<file path="src/ecpa_pkg.sv">
// ----------------------------------------------------------------------------
// ecpa_pkg
// Shared types, constants and the field-operation microprogram for the
// affine elliptic-curve point arithmetic block.
// ----------------------------------------------------------------------------
package ecpa_pkg;

	localparam int FIELD_WIDTH  = 32;
	localparam int SCALAR_WIDTH = 32;
	localparam int MCNT_W       = $clog2(FIELD_WIDTH);
	localparam int PC_W         = 5;
	localparam int CFG_IDX_W    = 2;

	typedef logic [FIELD_WIDTH-1:0]  fe_t;
	typedef logic [SCALAR_WIDTH-1:0] scal_t;
	typedef logic [3:0]              reg_addr_t;
	typedef logic [PC_W-1:0]         pc_t;

	// register file map
	localparam reg_addr_t R_AX = 4'd0;
	localparam reg_addr_t R_AY = 4'd1;
	localparam reg_addr_t R_DX = 4'd2;
	localparam reg_addr_t R_DY = 4'd3;
	localparam reg_addr_t R_CA = 4'd4;
	localparam reg_addr_t R_Z  = 4'd5;
	localparam reg_addr_t R_T0 = 4'd6;
	localparam reg_addr_t R_T1 = 4'd7;
	localparam reg_addr_t R_T2 = 4'd8;
	localparam reg_addr_t R_T3 = 4'd9;

	// operation codes
	localparam logic [1:0] FN_ADD = 2'd0;
	localparam logic [1:0] FN_DBL = 2'd1;
	localparam logic [1:0] FN_MUL = 2'd2;
	localparam logic [1:0] FN_NOP = 2'd3;

	// status codes
	localparam logic [1:0] ST_OK  = 2'd0;
	localparam logic [1:0] ST_EQX = 2'd1;
	localparam logic [1:0] ST_DB0 = 2'd2;

	// configuration register indexes
	localparam logic [CFG_IDX_W-1:0] CFG_MOD = 2'd0;
	localparam logic [CFG_IDX_W-1:0] CFG_A   = 2'd1;

	localparam fe_t MOD_RESET = fe_t'(23);
	localparam fe_t A_RESET   = fe_t'(1);

	// program entry points
	localparam pc_t PC_ADD = 5'd0;
	localparam pc_t PC_DBL = 5'd12;
	localparam pc_t PC_CPY = 5'd27;

	typedef enum logic [2:0] {
		UOP_ADD,
		UOP_SUB,
		UOP_MUL,
		UOP_INV,
		UOP_END
	} uop_t;

	typedef struct packed {
		uop_t       op;
		reg_addr_t  d;
		reg_addr_t  a;
		reg_addr_t  b;
		logic [1:0] chk_st;
	} instr_t;

	typedef enum logic [4:0] {
		S_IDLE,
		S_LOAD,
		S_ZERO,
		S_DISP,
		S_KBIT,
		S_KDBL,
		S_RA,
		S_RB,
		S_OPB,
		S_MUL,
		S_INVB,
		S_INVM,
		S_WB,
		S_OUTX,
		S_OUTY,
		S_OUTW,
		S_DONE
	} state_t;

	typedef enum logic [2:0] {
		PH_ADD,
		PH_DBL,
		PH_KCPY,
		PH_KADD,
		PH_KDBL
	} phase_t;

	function automatic instr_t mk(uop_t op, reg_addr_t d, reg_addr_t a, reg_addr_t b,
			logic [1:0] chk);
		instr_t i;
		i.op     = op;
		i.d      = d;
		i.a      = a;
		i.b      = b;
		i.chk_st = chk;
		return i;
	endfunction

	// microprogram: A = A + D, D = 2D, A = D
	function automatic instr_t rom(pc_t pc);
		instr_t i;
		unique case (pc)
			// point addition, accumulator plus doubled point
			5'd0:  i = mk(UOP_SUB, R_T0, R_DX, R_AX, ST_EQX);
			5'd1:  i = mk(UOP_INV, R_T0, R_T0, R_T0, ST_OK);
			5'd2:  i = mk(UOP_SUB, R_T1, R_DY, R_AY, ST_OK);
			5'd3:  i = mk(UOP_MUL, R_T2, R_T1, R_T0, ST_OK);
			5'd4:  i = mk(UOP_MUL, R_T1, R_T2, R_T2, ST_OK);
			5'd5:  i = mk(UOP_SUB, R_T1, R_T1, R_AX, ST_OK);
			5'd6:  i = mk(UOP_SUB, R_T3, R_T1, R_DX, ST_OK);
			5'd7:  i = mk(UOP_SUB, R_T1, R_AX, R_T3, ST_OK);
			5'd8:  i = mk(UOP_MUL, R_T1, R_T2, R_T1, ST_OK);
			5'd9:  i = mk(UOP_SUB, R_AY, R_T1, R_AY, ST_OK);
			5'd10: i = mk(UOP_SUB, R_AX, R_T3, R_Z,  ST_OK);
			5'd11: i = mk(UOP_END, R_Z,  R_Z,  R_Z,  ST_OK);
			// point doubling
			5'd12: i = mk(UOP_ADD, R_T0, R_DY, R_DY, ST_DB0);
			5'd13: i = mk(UOP_INV, R_T0, R_T0, R_T0, ST_OK);
			5'd14: i = mk(UOP_MUL, R_T1, R_DX, R_DX, ST_OK);
			5'd15: i = mk(UOP_ADD, R_T3, R_T1, R_T1, ST_OK);
			5'd16: i = mk(UOP_ADD, R_T3, R_T3, R_T1, ST_OK);
			5'd17: i = mk(UOP_ADD, R_T3, R_T3, R_CA, ST_OK);
			5'd18: i = mk(UOP_MUL, R_T2, R_T3, R_T0, ST_OK);
			5'd19: i = mk(UOP_MUL, R_T1, R_T2, R_T2, ST_OK);
			5'd20: i = mk(UOP_SUB, R_T1, R_T1, R_DX, ST_OK);
			5'd21: i = mk(UOP_SUB, R_T3, R_T1, R_DX, ST_OK);
			5'd22: i = mk(UOP_SUB, R_T1, R_DX, R_T3, ST_OK);
			5'd23: i = mk(UOP_MUL, R_T1, R_T2, R_T1, ST_OK);
			5'd24: i = mk(UOP_SUB, R_DY, R_T1, R_DY, ST_OK);
			5'd25: i = mk(UOP_SUB, R_DX, R_T3, R_Z,  ST_OK);
			5'd26: i = mk(UOP_END, R_Z,  R_Z,  R_Z,  ST_OK);
			// accumulator takes the doubled point
			5'd27: i = mk(UOP_SUB, R_AX, R_DX, R_Z,  ST_OK);
			5'd28: i = mk(UOP_SUB, R_AY, R_DY, R_Z,  ST_OK);
			default: i = mk(UOP_END, R_Z, R_Z, R_Z, ST_OK);
		endcase
		return i;
	endfunction

endpackage

</file>
<file path="src/ecpa_if.sv">
// ----------------------------------------------------------------------------
// ecpa channel interfaces
// Request, response and configuration write channels with valid/ready.
// ----------------------------------------------------------------------------
interface ecpa_req_if;
	logic                 valid;
	logic                 ready;
	logic [1:0]           func;
	ecpa_pkg::fe_t        px;
	ecpa_pkg::fe_t        py;
	ecpa_pkg::fe_t        qx;
	ecpa_pkg::fe_t        qy;
	ecpa_pkg::scal_t      scalar_k;
	modport source (output valid, func, px, py, qx, qy, scalar_k, input ready);
	modport sink   (input valid, func, px, py, qx, qy, scalar_k, output ready);
endinterface

interface ecpa_rsp_if;
	logic          valid;
	logic          ready;
	ecpa_pkg::fe_t rx;
	ecpa_pkg::fe_t ry;
	logic [1:0]    status;
	modport source (output valid, rx, ry, status, input ready);
	modport sink   (input valid, rx, ry, status, output ready);
endinterface

interface ecpa_cfg_if;
	logic                               valid;
	logic                               ready;
	logic [ecpa_pkg::CFG_IDX_W-1:0]     index;
	ecpa_pkg::fe_t                      data;
	modport source (output valid, index, data, input ready);
	modport sink   (input valid, index, data, output ready);
endinterface

</file>
<file path="src/ecc_point_arith_prime_field_top.sv">
// ----------------------------------------------------------------------------
// ecc_point_arith_prime_field_top
// Affine point add, double and scalar multiply over GF(p), microcoded over a
// small register file with a bit-serial modular multiplier.
// ----------------------------------------------------------------------------
// Operation: each input is reduced through the bit-serial multiplier, an
// inverse takes up to 2*FIELD_WIDTH field multiplies, and a scalar multiply
// runs up to SCALAR_WIDTH add/double rounds.
// Throughput: one item at a time, bound by the one-bit-per-cycle multiplier.
// Reset: modulus 23, coefficient 1, no result pending; register file undefined.
module ecc_point_arith_prime_field_top (
	input  logic       clk,
	input  logic       arst_n,
	ecpa_cfg_if.sink   cfg,
	ecpa_req_if.sink   req,
	ecpa_rsp_if.source rsp
);

	localparam int FW = ecpa_pkg::FIELD_WIDTH;

	ecpa_pkg::state_t state_q, state_d;
	ecpa_pkg::phase_t phase_q;
	ecpa_pkg::pc_t    pc_q;
	ecpa_pkg::instr_t instr;

	ecpa_pkg::fe_t    mod_q, coeff_q;
	logic [1:0]       func_q, status_q, st_q;
	ecpa_pkg::scal_t  k_q;
	logic             acc_set_q, d_inf_q, zero_q, out_valid_q;
	ecpa_pkg::fe_t    raw_py_q, raw_qx_q, raw_qy_q;
	logic [2:0]       ld_q;

	// register file
	ecpa_pkg::fe_t      rf_mem [16];
	ecpa_pkg::fe_t      rd_data_q;
	ecpa_pkg::reg_addr_t raddr, waddr;
	ecpa_pkg::fe_t      wdata;
	logic               we;

	// datapath registers
	ecpa_pkg::fe_t    opa_q, res_q, inv_r_q, inv_b_q, inv_e_q;
	ecpa_pkg::fe_t    res_x_q, res_y_q, rx_q, ry_q;
	ecpa_pkg::fe_t    ma_q, mb_q, mr_q;
	logic [ecpa_pkg::MCNT_W-1:0] mcnt_q;
	logic             red_q, isel_q;

	assign instr = ecpa_pkg::rom(pc_q);

	// bit-serial modular multiply / reduce step
	logic [FW+1:0] m_add_w, m_s, m1, m2;
	ecpa_pkg::fe_t mres;
	logic          mul_last;
	always_comb begin
		m1 = {2'b00, mod_q};
		m2 = {1'b0, mod_q, 1'b0};
		if (red_q)
			m_add_w = {{(FW+1){1'b0}}, mb_q[FW-1]};
		else
			m_add_w = mb_q[FW-1] ? {2'b00, ma_q} : '0;
		m_s = {1'b0, mr_q, 1'b0} + m_add_w;
		if (m_s >= m2)
			m_s = m_s - m2;
		else if (m_s >= m1)
			m_s = m_s - m1;
		mres     = m_s[FW-1:0];
		mul_last = (mcnt_q == ecpa_pkg::MCNT_W'(FW-1));
	end

	// modular add / subtract of the two operands
	ecpa_pkg::fe_t alu;
	logic [FW:0]   alu_s;
	always_comb begin
		alu_s = {1'b0, opa_q} + {1'b0, rd_data_q};
		if (instr.op == ecpa_pkg::UOP_ADD)
			alu = (alu_s >= {1'b0, mod_q}) ? FW'(alu_s - {1'b0, mod_q}) : alu_s[FW-1:0];
		else if (opa_q >= rd_data_q)
			alu = opa_q - rd_data_q;
		else
			alu = opa_q - rd_data_q + mod_q;
	end

	// load sequencing
	ecpa_pkg::fe_t       ld_next;
	ecpa_pkg::reg_addr_t ld_dst;
	always_comb begin
		unique case (ld_q)
			3'd0:    ld_next = raw_py_q;
			3'd1:    ld_next = raw_qx_q;
			3'd2:    ld_next = raw_qy_q;
			default: ld_next = coeff_q;
		endcase
		if (ld_q == 3'd4)
			ld_dst = ecpa_pkg::R_CA;
		else if (func_q == ecpa_pkg::FN_ADD)
			ld_dst = ecpa_pkg::reg_addr_t'(ld_q);
		else
			ld_dst = ecpa_pkg::reg_addr_t'(ld_q) ^ 4'd2;
	end

	logic wb_abort, res_use_a, res_zero;
	assign wb_abort  = (instr.chk_st != ecpa_pkg::ST_OK) && (res_q == '0);
	assign res_use_a = (func_q != ecpa_pkg::FN_DBL);
	assign res_zero  = zero_q || ((func_q != ecpa_pkg::FN_MUL) && (status_q != ecpa_pkg::ST_OK))
		|| ((func_q == ecpa_pkg::FN_MUL) && !acc_set_q);

	// next state
	always_comb begin
		state_d = state_q;
		unique case (state_q)
			ecpa_pkg::S_IDLE: if (req.valid) state_d = ecpa_pkg::S_LOAD;
			ecpa_pkg::S_LOAD: if (mul_last && ld_q == 3'd4) state_d = ecpa_pkg::S_ZERO;
			ecpa_pkg::S_ZERO: state_d = ecpa_pkg::S_DISP;
			ecpa_pkg::S_DISP: begin
				if (zero_q || mod_q < ecpa_pkg::fe_t'(2) || func_q == ecpa_pkg::FN_NOP)
					state_d = ecpa_pkg::S_DONE;
				else if (func_q == ecpa_pkg::FN_MUL)
					state_d = ecpa_pkg::S_KBIT;
				else
					state_d = ecpa_pkg::S_RA;
			end
			ecpa_pkg::S_KBIT: begin
				if (k_q == '0)
					state_d = ecpa_pkg::S_OUTX;
				else if (k_q[0] && (!acc_set_q || !d_inf_q))
					state_d = ecpa_pkg::S_RA;
				else
					state_d = ecpa_pkg::S_KDBL;
			end
			ecpa_pkg::S_KDBL: begin
				if ((k_q >> 1) != '0 && !d_inf_q)
					state_d = ecpa_pkg::S_RA;
				else
					state_d = ecpa_pkg::S_KBIT;
			end
			ecpa_pkg::S_RA: begin
				if (instr.op == ecpa_pkg::UOP_END) begin
					unique case (phase_q)
						ecpa_pkg::PH_ADD, ecpa_pkg::PH_DBL: state_d = ecpa_pkg::S_OUTX;
						ecpa_pkg::PH_KCPY, ecpa_pkg::PH_KADD: state_d = ecpa_pkg::S_KDBL;
						default: state_d = ecpa_pkg::S_KBIT;
					endcase
				end else
					state_d = ecpa_pkg::S_RB;
			end
			ecpa_pkg::S_RB: state_d = ecpa_pkg::S_OPB;
			ecpa_pkg::S_OPB: begin
				unique case (instr.op)
					ecpa_pkg::UOP_MUL: state_d = ecpa_pkg::S_MUL;
					ecpa_pkg::UOP_INV: state_d = ecpa_pkg::S_INVB;
					default:           state_d = ecpa_pkg::S_WB;
				endcase
			end
			ecpa_pkg::S_MUL:  if (mul_last) state_d = ecpa_pkg::S_WB;
			ecpa_pkg::S_INVB: state_d = (inv_e_q == '0) ? ecpa_pkg::S_WB : ecpa_pkg::S_INVM;
			ecpa_pkg::S_INVM: if (mul_last && isel_q) state_d = ecpa_pkg::S_INVB;
			ecpa_pkg::S_WB: begin
				if (wb_abort) begin
					unique case (phase_q)
						ecpa_pkg::PH_ADD, ecpa_pkg::PH_DBL: state_d = ecpa_pkg::S_OUTX;
						ecpa_pkg::PH_KCPY, ecpa_pkg::PH_KADD: state_d = ecpa_pkg::S_KDBL;
						default: state_d = ecpa_pkg::S_KBIT;
					endcase
				end else
					state_d = ecpa_pkg::S_RA;
			end
			ecpa_pkg::S_OUTX: state_d = ecpa_pkg::S_OUTY;
			ecpa_pkg::S_OUTY: state_d = ecpa_pkg::S_OUTW;
			ecpa_pkg::S_OUTW: state_d = ecpa_pkg::S_DONE;
			ecpa_pkg::S_DONE: if (!out_valid_q || rsp.ready) state_d = ecpa_pkg::S_IDLE;
			default: state_d = ecpa_pkg::S_IDLE;
		endcase
	end

	// outputs of the sequencer
	always_comb begin
		req.ready = (state_q == ecpa_pkg::S_IDLE);
		we        = 1'b0;
		waddr     = ecpa_pkg::R_Z;
		wdata     = res_q;
		raddr     = instr.a;
		unique case (state_q)
			ecpa_pkg::S_LOAD: begin
				we    = mul_last;
				waddr = ld_dst;
				wdata = mres;
			end
			ecpa_pkg::S_ZERO: begin
				we    = 1'b1;
				waddr = ecpa_pkg::R_Z;
				wdata = '0;
			end
			ecpa_pkg::S_RB: raddr = instr.b;
			ecpa_pkg::S_WB: begin
				we    = 1'b1;
				waddr = instr.d;
			end
			ecpa_pkg::S_OUTX: raddr = res_use_a ? ecpa_pkg::R_AX : ecpa_pkg::R_DX;
			ecpa_pkg::S_OUTY: raddr = res_use_a ? ecpa_pkg::R_AY : ecpa_pkg::R_DY;
			default: ;
		endcase
	end

	// register file, one write and one registered read
	always_ff @(posedge clk) begin
		if (we)
			rf_mem[waddr] <= wdata;
		rd_data_q <= rf_mem[raddr];
	end

	// control state
	always_ff @(posedge clk or negedge arst_n) begin
		if (!arst_n) begin
			state_q     <= ecpa_pkg::S_IDLE;
			out_valid_q <= 1'b0;
			mod_q       <= ecpa_pkg::MOD_RESET;
			coeff_q     <= ecpa_pkg::A_RESET;
		end else begin
			state_q <= state_d;
			if (cfg.valid) begin
				if (cfg.index == ecpa_pkg::CFG_MOD)
					mod_q <= cfg.data;
				else if (cfg.index == ecpa_pkg::CFG_A)
					coeff_q <= cfg.data;
			end
			if (state_q == ecpa_pkg::S_DONE && (!out_valid_q || rsp.ready))
				out_valid_q <= 1'b1;
			else if (rsp.ready)
				out_valid_q <= 1'b0;
		end
	end

	assign cfg.ready  = 1'b1;
	assign rsp.valid  = out_valid_q;
	assign rsp.rx     = rx_q;
	assign rsp.ry     = ry_q;
	assign rsp.status = st_q;

	// datapath and sequencing registers
	always_ff @(posedge clk) begin
		unique case (state_q)
			ecpa_pkg::S_IDLE: begin
				func_q    <= req.func;
				raw_py_q  <= req.py;
				raw_qx_q  <= req.qx;
				raw_qy_q  <= req.qy;
				k_q       <= req.scalar_k;
				acc_set_q <= 1'b0;
				d_inf_q   <= 1'b0;
				zero_q    <= 1'b0;
				status_q  <= ecpa_pkg::ST_OK;
				ld_q      <= 3'd0;
				mr_q      <= '0;
				mcnt_q    <= '0;
				mb_q      <= req.px;
				red_q     <= 1'b1;
			end
			ecpa_pkg::S_LOAD: begin
				if (mul_last) begin
					ld_q   <= ld_q + 3'd1;
					mr_q   <= '0;
					mcnt_q <= '0;
					mb_q   <= ld_next;
				end else begin
					mcnt_q <= mcnt_q + 1'b1;
					mb_q   <= mb_q << 1;
					mr_q   <= mres;
				end
			end
			ecpa_pkg::S_DISP: begin
				red_q <= 1'b0;
				if (mod_q < ecpa_pkg::fe_t'(2) || func_q == ecpa_pkg::FN_NOP)
					zero_q <= 1'b1;
				phase_q <= (func_q == ecpa_pkg::FN_DBL) ? ecpa_pkg::PH_DBL : ecpa_pkg::PH_ADD;
				pc_q    <= (func_q == ecpa_pkg::FN_DBL) ? ecpa_pkg::PC_DBL : ecpa_pkg::PC_ADD;
			end
			ecpa_pkg::S_KBIT: begin
				if (k_q[0] && !acc_set_q) begin
					acc_set_q <= 1'b1;
					phase_q   <= ecpa_pkg::PH_KCPY;
					pc_q      <= ecpa_pkg::PC_CPY;
				end else begin
					phase_q <= ecpa_pkg::PH_KADD;
					pc_q    <= ecpa_pkg::PC_ADD;
				end
			end
			ecpa_pkg::S_KDBL: begin
				k_q     <= k_q >> 1;
				phase_q <= ecpa_pkg::PH_KDBL;
				pc_q    <= ecpa_pkg::PC_DBL;
			end
			ecpa_pkg::S_RB: opa_q <= rd_data_q;
			ecpa_pkg::S_OPB: begin
				res_q   <= alu;
				ma_q    <= opa_q;
				mb_q    <= rd_data_q;
				mr_q    <= '0;
				mcnt_q  <= '0;
				inv_r_q <= ecpa_pkg::fe_t'(1);
				inv_b_q <= opa_q;
				inv_e_q <= mod_q - ecpa_pkg::fe_t'(2);
			end
			ecpa_pkg::S_MUL: begin
				mcnt_q <= mcnt_q + 1'b1;
				mb_q   <= mb_q << 1;
				mr_q   <= mres;
				if (mul_last)
					res_q <= mres;
			end
			ecpa_pkg::S_INVB: begin
				res_q  <= inv_r_q;
				mr_q   <= '0;
				mcnt_q <= '0;
				isel_q <= !inv_e_q[0];
				ma_q   <= inv_e_q[0] ? inv_r_q : inv_b_q;
				mb_q   <= inv_b_q;
			end
			ecpa_pkg::S_INVM: begin
				if (mul_last) begin
					mr_q   <= '0;
					mcnt_q <= '0;
					if (!isel_q) begin
						inv_r_q <= mres;
						isel_q  <= 1'b1;
						ma_q    <= inv_b_q;
						mb_q    <= inv_b_q;
					end else begin
						inv_b_q <= mres;
						inv_e_q <= inv_e_q >> 1;
					end
				end else begin
					mcnt_q <= mcnt_q + 1'b1;
					mb_q   <= mb_q << 1;
					mr_q   <= mres;
				end
			end
			ecpa_pkg::S_WB: begin
				if (wb_abort) begin
					if (status_q == ecpa_pkg::ST_OK)
						status_q <= instr.chk_st;
					if (phase_q == ecpa_pkg::PH_KDBL)
						d_inf_q <= 1'b1;
				end else
					pc_q <= pc_q + 1'b1;
			end
			ecpa_pkg::S_OUTY: res_x_q <= rd_data_q;
			ecpa_pkg::S_OUTW: res_y_q <= rd_data_q;
			ecpa_pkg::S_DONE: begin
				if (!out_valid_q || rsp.ready) begin
					rx_q <= res_zero ? '0 : res_x_q;
					ry_q <= res_zero ? '0 : res_y_q;
					st_q <= zero_q ? ecpa_pkg::ST_OK : status_q;
				end
			end
			default: ;
		endcase
	end

endmodule

</file>
<file path="src/flat_wrapper.sv">
// flat-port wrapper written by rule: the top's interface ports become plain ports
module ecc_point_arith_prime_field_top_flat 
  (clk, arst_n, cfg_valid, cfg_index, cfg_data, cfg_ready, req_valid, req_func, req_px, req_py, req_qx, req_qy, req_scalar_k, req_ready, rsp_valid, rsp_rx, rsp_ry, rsp_status, rsp_ready);
  ecpa_cfg_if cfg_i ();
  ecpa_req_if req_i ();
  ecpa_rsp_if rsp_i ();
  input  logic clk;
  input  logic arst_n;
  input wire logic [$bits(cfg_i.valid)-1:0] cfg_valid;
  input wire logic [$bits(cfg_i.index)-1:0] cfg_index;
  input wire logic [$bits(cfg_i.data)-1:0] cfg_data;
  output wire logic [$bits(cfg_i.ready)-1:0] cfg_ready;
  input wire logic [$bits(req_i.valid)-1:0] req_valid;
  input wire logic [$bits(req_i.func)-1:0] req_func;
  input wire logic [$bits(req_i.px)-1:0] req_px;
  input wire logic [$bits(req_i.py)-1:0] req_py;
  input wire logic [$bits(req_i.qx)-1:0] req_qx;
  input wire logic [$bits(req_i.qy)-1:0] req_qy;
  input wire logic [$bits(req_i.scalar_k)-1:0] req_scalar_k;
  output wire logic [$bits(req_i.ready)-1:0] req_ready;
  output wire logic [$bits(rsp_i.valid)-1:0] rsp_valid;
  output wire logic [$bits(rsp_i.rx)-1:0] rsp_rx;
  output wire logic [$bits(rsp_i.ry)-1:0] rsp_ry;
  output wire logic [$bits(rsp_i.status)-1:0] rsp_status;
  input wire logic [$bits(rsp_i.ready)-1:0] rsp_ready;
  assign cfg_i.valid = cfg_valid;
  assign cfg_i.index = cfg_index;
  assign cfg_i.data = cfg_data;
  assign cfg_ready = cfg_i.ready;
  assign req_i.valid = req_valid;
  assign req_i.func = req_func;
  assign req_i.px = req_px;
  assign req_i.py = req_py;
  assign req_i.qx = req_qx;
  assign req_i.qy = req_qy;
  assign req_i.scalar_k = req_scalar_k;
  assign req_ready = req_i.ready;
  assign rsp_valid = rsp_i.valid;
  assign rsp_rx = rsp_i.rx;
  assign rsp_ry = rsp_i.ry;
  assign rsp_status = rsp_i.status;
  assign rsp_i.ready = rsp_ready;
  ecc_point_arith_prime_field_top u_core (.clk(clk), .arst_n(arst_n), .cfg(cfg_i), .req(req_i), .rsp(rsp_i));
endmodule
</file>
<file path="config.mk">
export PLATFORM = sky130hd
export DESIGN_NAME = ecc_point_arith_prime_field_top_flat
export DESIGN_NICKNAME = d
export VERILOG_FILES = /design/src/ecpa_pkg.sv /design/src/ecpa_if.sv /design/src/ecc_point_arith_prime_field_top.sv /design/src/flat_wrapper.sv
export SDC_FILE = /design/constraint.sdc
export NUM_CORES = 2
export LEC_CHECK = 0
export ABC_AREA = 1
export BUFFER_PORTS_ARGS = -buffer_cell sky130_fd_sc_hd__buf_4
export CORE_ASPECT_RATIO = 1.2
export CORE_MARGIN = 2
export CORE_UTILIZATION = 25
export DETAILED_ROUTE_END_ITERATION = 10
export GPL_TIMING_DRIVEN = 0
export PLACE_DENSITY_LB_ADDON = 0.1
export SLEW_MARGIN = 20
export SYNTH_ARGS = -nofsm -noshare
export SYNTH_HDL_FRONTEND = slang
export SYNTH_SLANG_ARGS = --single-unit
</file>
<file path="constraint.sdc">
create_clock -name clk -period 10.5 [get_ports clk]
set_input_delay 0 -clock clk [delete_from_list [all_inputs] [get_ports clk]]
set_output_delay 0 -clock clk [all_outputs]
set_load 0.01 [all_outputs]
</file>
Yosys cells after proc, flatten, opt, wreduce, memory -nomap -nowiden
Memories as Yosys holds them, arrays and structs flattened. A register that Yosys moved wholly into a read port is not among the register bits.
Index checks and enable logic that the tools add are counted.
{"block": "word_totals", "reg_bits": 609, "latch_bits": 0, "ramBits": 512, "mem_bits_ro": 544, "output_inout_bits": 69, "word_cells": 251, "n_memories": 2}
{"memory": "(no name shown)", "depth": 32, "width": 17, "rd": 1, "rd_clocked_by_memory_dff": 1, "wr": 0, "line": "ecpa_pkg.sv:112", "rtl": "unique case (pc)"}
{"memory": "u_core.rf_mem", "depth": 16, "width": 32, "rd": 1, "rd_clocked_by_memory_dff": 1, "wr": 1, "line": "ecc_point_arith_prime_field_top.sv:34", "rtl": "ecpa_pkg::fe_t rf_mem [16];"}
{"block": "classes", "n_addsub": 11, "mul": 0, "div": 0, "n_lt_le_gt_ge": 5, "eq_ne": 49, "n_shift": 0, "n_mux": 82, "bitwise_logic": 2, "reduce_logical": 68}
{"op": "$mux 32", "count": 19}
{"op": "$pmux 32 s3", "count": 4}
{"op": "$pmux 32 s2", "count": 5}
{"op": "$pmux 32 s6", "count": 1}
{"op": "$sub 32x32->32", "count": 4}
{"op": "$logic_not 32->1", "count": 3}
{"op": "$pmux 5 s17", "count": 1}
{"op": "$mux 5", "count": 12}
{"op": "$eq 5x4->1 const B", "count": 8}
{"op": "$add 33x34->34", "count": 1}
{"op": "$ge 34x32->1", "count": 1}
{"op": "$ge 34x33->1", "count": 1}
{"op": "$mux 34", "count": 1}
{"op": "$add 32x32->33", "count": 1}
{"op": "$ge 33x32->1", "count": 1}
{"op": "$add 32x32->32", "count": 1}
{"op": "$ge 32x32->1", "count": 1}
{"op": "$lt 32x2->1 const B", "count": 1}
{"op": "$reduce_bool 32->1", "count": 1}
{"op": "$sub 32x2->32 const B", "count": 1}
{"op": "$ne 2x1->1 const B", "count": 12}
{"op": "$eq 5x3->1 const B", "count": 4}
{"op": "$pmux 5 s4", "count": 1}
{"op": "$reduce_bool 2->1", "count": 10}
{"op": "other kinds (38)", "count": 122}

Logic depth before layout (Yosys ltp)
{"block": "depth", "word_depth": 9, "mapped_depth": 32, "mapped_depth_nobuf": 31}

Worst setup path after synthesis
No wires, ideal clock.
{"block": "synth_path", "path_kind": "register -> register", "start": "reg u_core.state_q[1]", "end": "reg u_core.mb_q[0] (enable)", "arrival_time_ps": 8693, "required_ps": 10113, "path_slack_ps": 1420, "path_stages_with_launch": 8, "cell_sequence": "dfrtp_1 > nor2_2 > nand2_2 > nor2_1 > clkinv_1 > nand4_1 > o21ai_0 > inv_1"}
{"block": "synth_via", "elab_chain_cells": 3, "word_cells_on_any_way": 9, "classes_between": "eq/ne: 6; reduce/logical: 3"}
{"element": "from (decl)", "line": "ecc_point_arith_prime_field_top.sv:21", "rtl": "ecpa_pkg::state_t state_q, state_d;"}
{"element": "from (signal assigned)", "line": "ecc_point_arith_prime_field_top.sv:213", "rtl": "state_q <= ecpa_pkg::S_IDLE;"}
{"element": "from (signal assigned)", "line": "ecc_point_arith_prime_field_top.sv:218", "rtl": "state_q <= state_d;"}
{"element": "$logic_not 5->1"}
{"element": "named net req_ready", "line": "flat_wrapper.sv:20", "rtl": "output wire logic [$bits(req_i.ready)-1:0] req_ready;"}
{"element": "$reduce_bool 6->1 (no line)"}
{"element": "$reduce_and 2->1 (no line)"}
{"element": "to (signal assigned)", "line": "ecc_point_arith_prime_field_top.sv:254", "rtl": "mb_q <= req.px;"}
{"element": "to (signal assigned)", "line": "ecc_point_arith_prime_field_top.sv:262", "rtl": "mb_q <= ld_next;"}
{"element": "to (signal assigned)", "line": "ecc_point_arith_prime_field_top.sv:265", "rtl": "mb_q <= mb_q << 1;"}
{"element": "to (decl)", "line": "ecc_point_arith_prime_field_top.sv:43", "rtl": "ecpa_pkg::fe_t ma_q, mb_q, mr_q;"}
The timed path passes the listed nets, and every way through them passes these cells.
A chain may end at the register's enable or synchronous reset.

Final worst setup path
{"block": "layout_path", "start": "reg u_core.red_q", "end": "mem u_core.rf_mem[15][20] in the netlist's numbering, data pin"}
{"block": "layout_via", "elab_chain_cells": 6, "word_cells_on_any_way": 9, "classes_between": "add/sub: 3; order compare: 2; mux: 4"}
{"element": "from (decl)", "line": "ecc_point_arith_prime_field_top.sv:45", "rtl": "logic red_q, isel_q;"}
{"element": "from (signal assigned)", "line": "ecc_point_arith_prime_field_top.sv:255", "rtl": "red_q <= 1'b1;"}
{"element": "from (signal assigned)", "line": "ecc_point_arith_prime_field_top.sv:270", "rtl": "red_q <= 1'b0;"}
{"element": "$mux 34 *", "line": "ecc_point_arith_prime_field_top.sv:56", "rtl": "if (red_q)"}
{"element": "$add 33x34->34 *", "line": "ecc_point_arith_prime_field_top.sv:60", "rtl": "m_s = {1'b0, mr_q, 1'b0} + m_add_w;"}
{"element": "$sub 32x32->32 or $ge 34x32->1 (tied branches)", "line": "ecc_point_arith_prime_field_top.sv:64, ecc_point_arith_prime_field_top.sv:63"}
{"element": "$mux 32", "line": "ecc_point_arith_prime_field_top.sv:63", "rtl": "else if (m_s >= m1)"}
{"element": "$mux 32 *", "line": "ecc_point_arith_prime_field_top.sv:61", "rtl": "if (m_s >= m2)"}
{"element": "$pmux 32 s2 *", "line": "ecc_point_arith_prime_field_top.sv:181", "rtl": "unique case (state_q)"}
{"element": "named net u_core.wdata[20]", "line": "ecc_point_arith_prime_field_top.sv:37", "rtl": "ecpa_pkg::fe_t wdata;"}
{"element": "to (decl)", "line": "ecc_point_arith_prime_field_top.sv:34"}
Mark *: on every way through the listed nets, which the timed path passes. The rest lies on a longest branch.

==> key figures <==
STA
  – Fmax: between 100 and 150 MHz
  – Fin crit share: 0.676
  – Max-slew violations: 0
  – Endpoints failing setup: 0
  – Tightest Pin Transition: between 1000 and 1500 ps
  – Endpoints failing hold: 0
  – RSZ-0062 raised after global routing: no
  – Worst Skew: ~54 ps
  – Final min period: between 7000 and 8000 ps
  – Max_slew headroom: 0.220

Synth
  – Avg Inst Size Synth: between 8 and 9 µm²
  – Number of library cell types mapped by synthesis: a little over 70
  – EDFF count, synth: around 1100
  – Syn_nets: between 7000 and 8000
  – Synth top area cells: edfxtp_1, nand2_1, inv_1
  – Post-synthesis register bit count: between 1000 and 1500
  – Area share of the leading cell type in the synthesized netlist: 0.483
  – Yosys warns: 0
  – Synthesized cell area: about 65000 µm²
  – Post-synth ARST share: 0.0598
  – Synth Instances: roughly 7300
  – Top_reg_cell synth: edfxtp_1
  – Synth area leader: edfxtp_1
  – Sequential cell area fraction in the yosys report: 0.525

Layout
  – Final #Nets: ~8600
  – Finished Core Util: 0.314
  – Share of layout cells above drive strength 1: 0.109
  – Max reg flops: a little over 500
  – Top reg by flops: u_core.rf_mem
  – P&R area growth vs syn: 24.7%

CTS
  – Later-pin clock latency in the skew report: a little over 800 ps
  – Root buffer cell: clkbuf_16
  – Post-CTS sizing: 0
  – # H-tree levels: 4
  – TritonCTS clock tree: yes
  – Total CTS buffers: about 150
  – Longest Clk Path Bufs: 3
  – Clock-pin slew on the worst setup and hold paths: ~60 ps
  – # clock sinks: about 1200

Route
  – Initial DRT Pass Iterations: 6
  – Initial drt markers: ~4700
  – Drt via density: between 4 and 5
  – DRT antenna net count: 0
  – Drt drc: 0
  – Total wire length: roughly 320000 µm
  – Vias: roughly 57000
  – Routed length per instance: 27.3 µm

Floorplan
  – Die X: 471 µm
  – Core area: between 200000 and 300000 µm²
  – Initial Utilization: 0.251
  – Die area: 265000 µm²
  – DIE HEIGHT: between 500 and 600 µm
  – Standard-cell rows: slightly above 200
  – Ports: 270

Placement
  – DP HPWL: around 260000 µm
  – Port Buffer Count: roughly 270
  – RePlAce Congestion: 0.966

Critical path
  – Critical path endpoint category: flop
  – Critical Path RT: between 10000 and 15000 ps
  – Crit path DAT: around 7400 ps
  – Kind of critical path: reg -> reg
  – Crit-path max FO: 16
  – Launching element type of the critical path: flop

Min path
  – Min-delay worst type: in -> reg

Global route
  – Global-route wire length before repair: roughly 440000 µm
  – Total grt overflow: 0
  – Initial antenna violation count: 24
  – Vias in the first global route: between 50000 and 60000
  – Largest net degree at the start of global routing: 66
  – Gr usage total: 0.235

Run
  – MaxCap Viol Count: 0

Status
  – Status: finished clean
[Yosys cell counts, types with 16 or more instances]
library cell  number
xor2_1           106
nand3_2           28
inv_1            823
nand2_2           42
o22ai_1           21
a21boi_0          16
o2111ai_1         19
nand2_1         1742
inv_2             20
o21ai_1           85
a22oi_1           30
o21ai_0          514
nor4_1            34
nor3_1            58
nor2_1           650
a21oi_1          430
a31oi_1           30
xnor2_1           50
nand4_1           57
dfxtp_1           49
ha_1             238
dfrtp_1           65
buf_4             17
edfxtp_1        1051
o21ai_2           17
a41oi_1           23
a21o_1            24
nand3_1          417
buf_2            100
o21bai_1          42
o211ai_1         214
clkbuf_1         140
[timing repair]
action | in CTS | in global routing
setup buffers | 0 | 0
hold buffers | 340 | 0
endpoints found under the hold margin | 319 | 0
[cells by family (layout without fill, tap and decap cells)]
logic type	Yosys count	count (layout)	synth area share
DFF	1170	1170	0.525
muxes	1	1	0.000172
AOI/OAI and AO/OA	1526	1526	0.138
buffers and inverters	1132	2075	0.0701
other	1	16	0.0000574
xor gates and xnor gates	156	156	0.0209
adders and majority gates	245	245	0.0477
and+or+nand+nor	3089	3089	0.198
[stage by stage]
step	instances	hold slack (ps)	TNS (ps)	cell area [µm²]	setup slack [ps]
after floorplan	7320	-296	0	65300	1420
after global placement	11000	180	-401880	71600	-4360
after detailed placement	11100	180	0	73200	3470
after CTS	11700	1.42	0	81400	3390
after global routing	11700	54.1	0	81500	2980
final	11700	41.2	0	81500	3400
[per-layer routing]
metal,share of wire,global-route usage
met1,0.40,0.280
met2,0.50,0.422
met3,0.043,0.0259
met4,0.052,0.107
met5,0.000038,0
[layout by cell type, fill, tap and decap left out, types with 57 or more instances in the layout]
master	instances
dfrtp_1	65
xor2_1	106
buf_4	289
nand4_1	57
nand2_1	1741
o21ai_1	69
ha_1	238
inv_1	822
a21oi_1	430
buf_2	100
nor2_1	627
clkbuf_1	166
edfxtp_1	1051
nand3_1	417
dlygate4sd3_1	339
o21ai_0	510
o211ai_1	214
clkbuf_16	149
[final timing paths]
check / start / endpoint / slack (ps) / cells after the start
worst max-delay path: u_core.red_q / u_core.rf_mem[15][20] / 3400 / 24
worst min-delay path: req_scalar_k[5] / u_core.k_q[5] / 40 / 4
max in group asynchronous: arst_n / u_core.rsp.valid / 9820 / 4
worst min register to register: u_core.coeff_q[11] / u_core.coeff_q[11] / 500 / 2
worst max register to register: u_core.red_q / u_core.rf_mem[15][20] / 3400 / 24
min in group asynchronous: arst_n / u_core.mod_q[1] / 300 / 3
[cell type report]
cell class                      count  area [µm²]
Inverter                          847        3180
Multi-Input combinational cell   5018       26700
Fill cell                       27600      178000
Buffer                            285        1400
Sequential cell                  1170       34300
Tap cell                         3415        4270
Clock buffer                      187        3990
Timing Repair Buffer              678        6790
Clock inverter                     78         764
Antenna cell                       15        37.5
[worst max-delay path: stages, from the launching register on]
cell,delay (ps)
edfxtp_1,720
clkbuf_1,430
nor2_1,140
ha_1,410
nand2_1,140
nor2_1,300
inv_1,80
o21a_1,190
o21ai_1,250
a21oi_1,150
xnor2_1,590
ha_1,400
nand2_1,150
nor2_1,100
nand2_1,70
nor2_1,60
nand3_1,170
nand2_1,80
nor2_1,340
nand4_4,290
buf_6,250
nand3_1,200
nand3_2,250
nand3_1,190
nand2_1,560
Power is not shown: default switching activity piles up to over one toggle a cycle in this logic, so the estimate is an artifact.
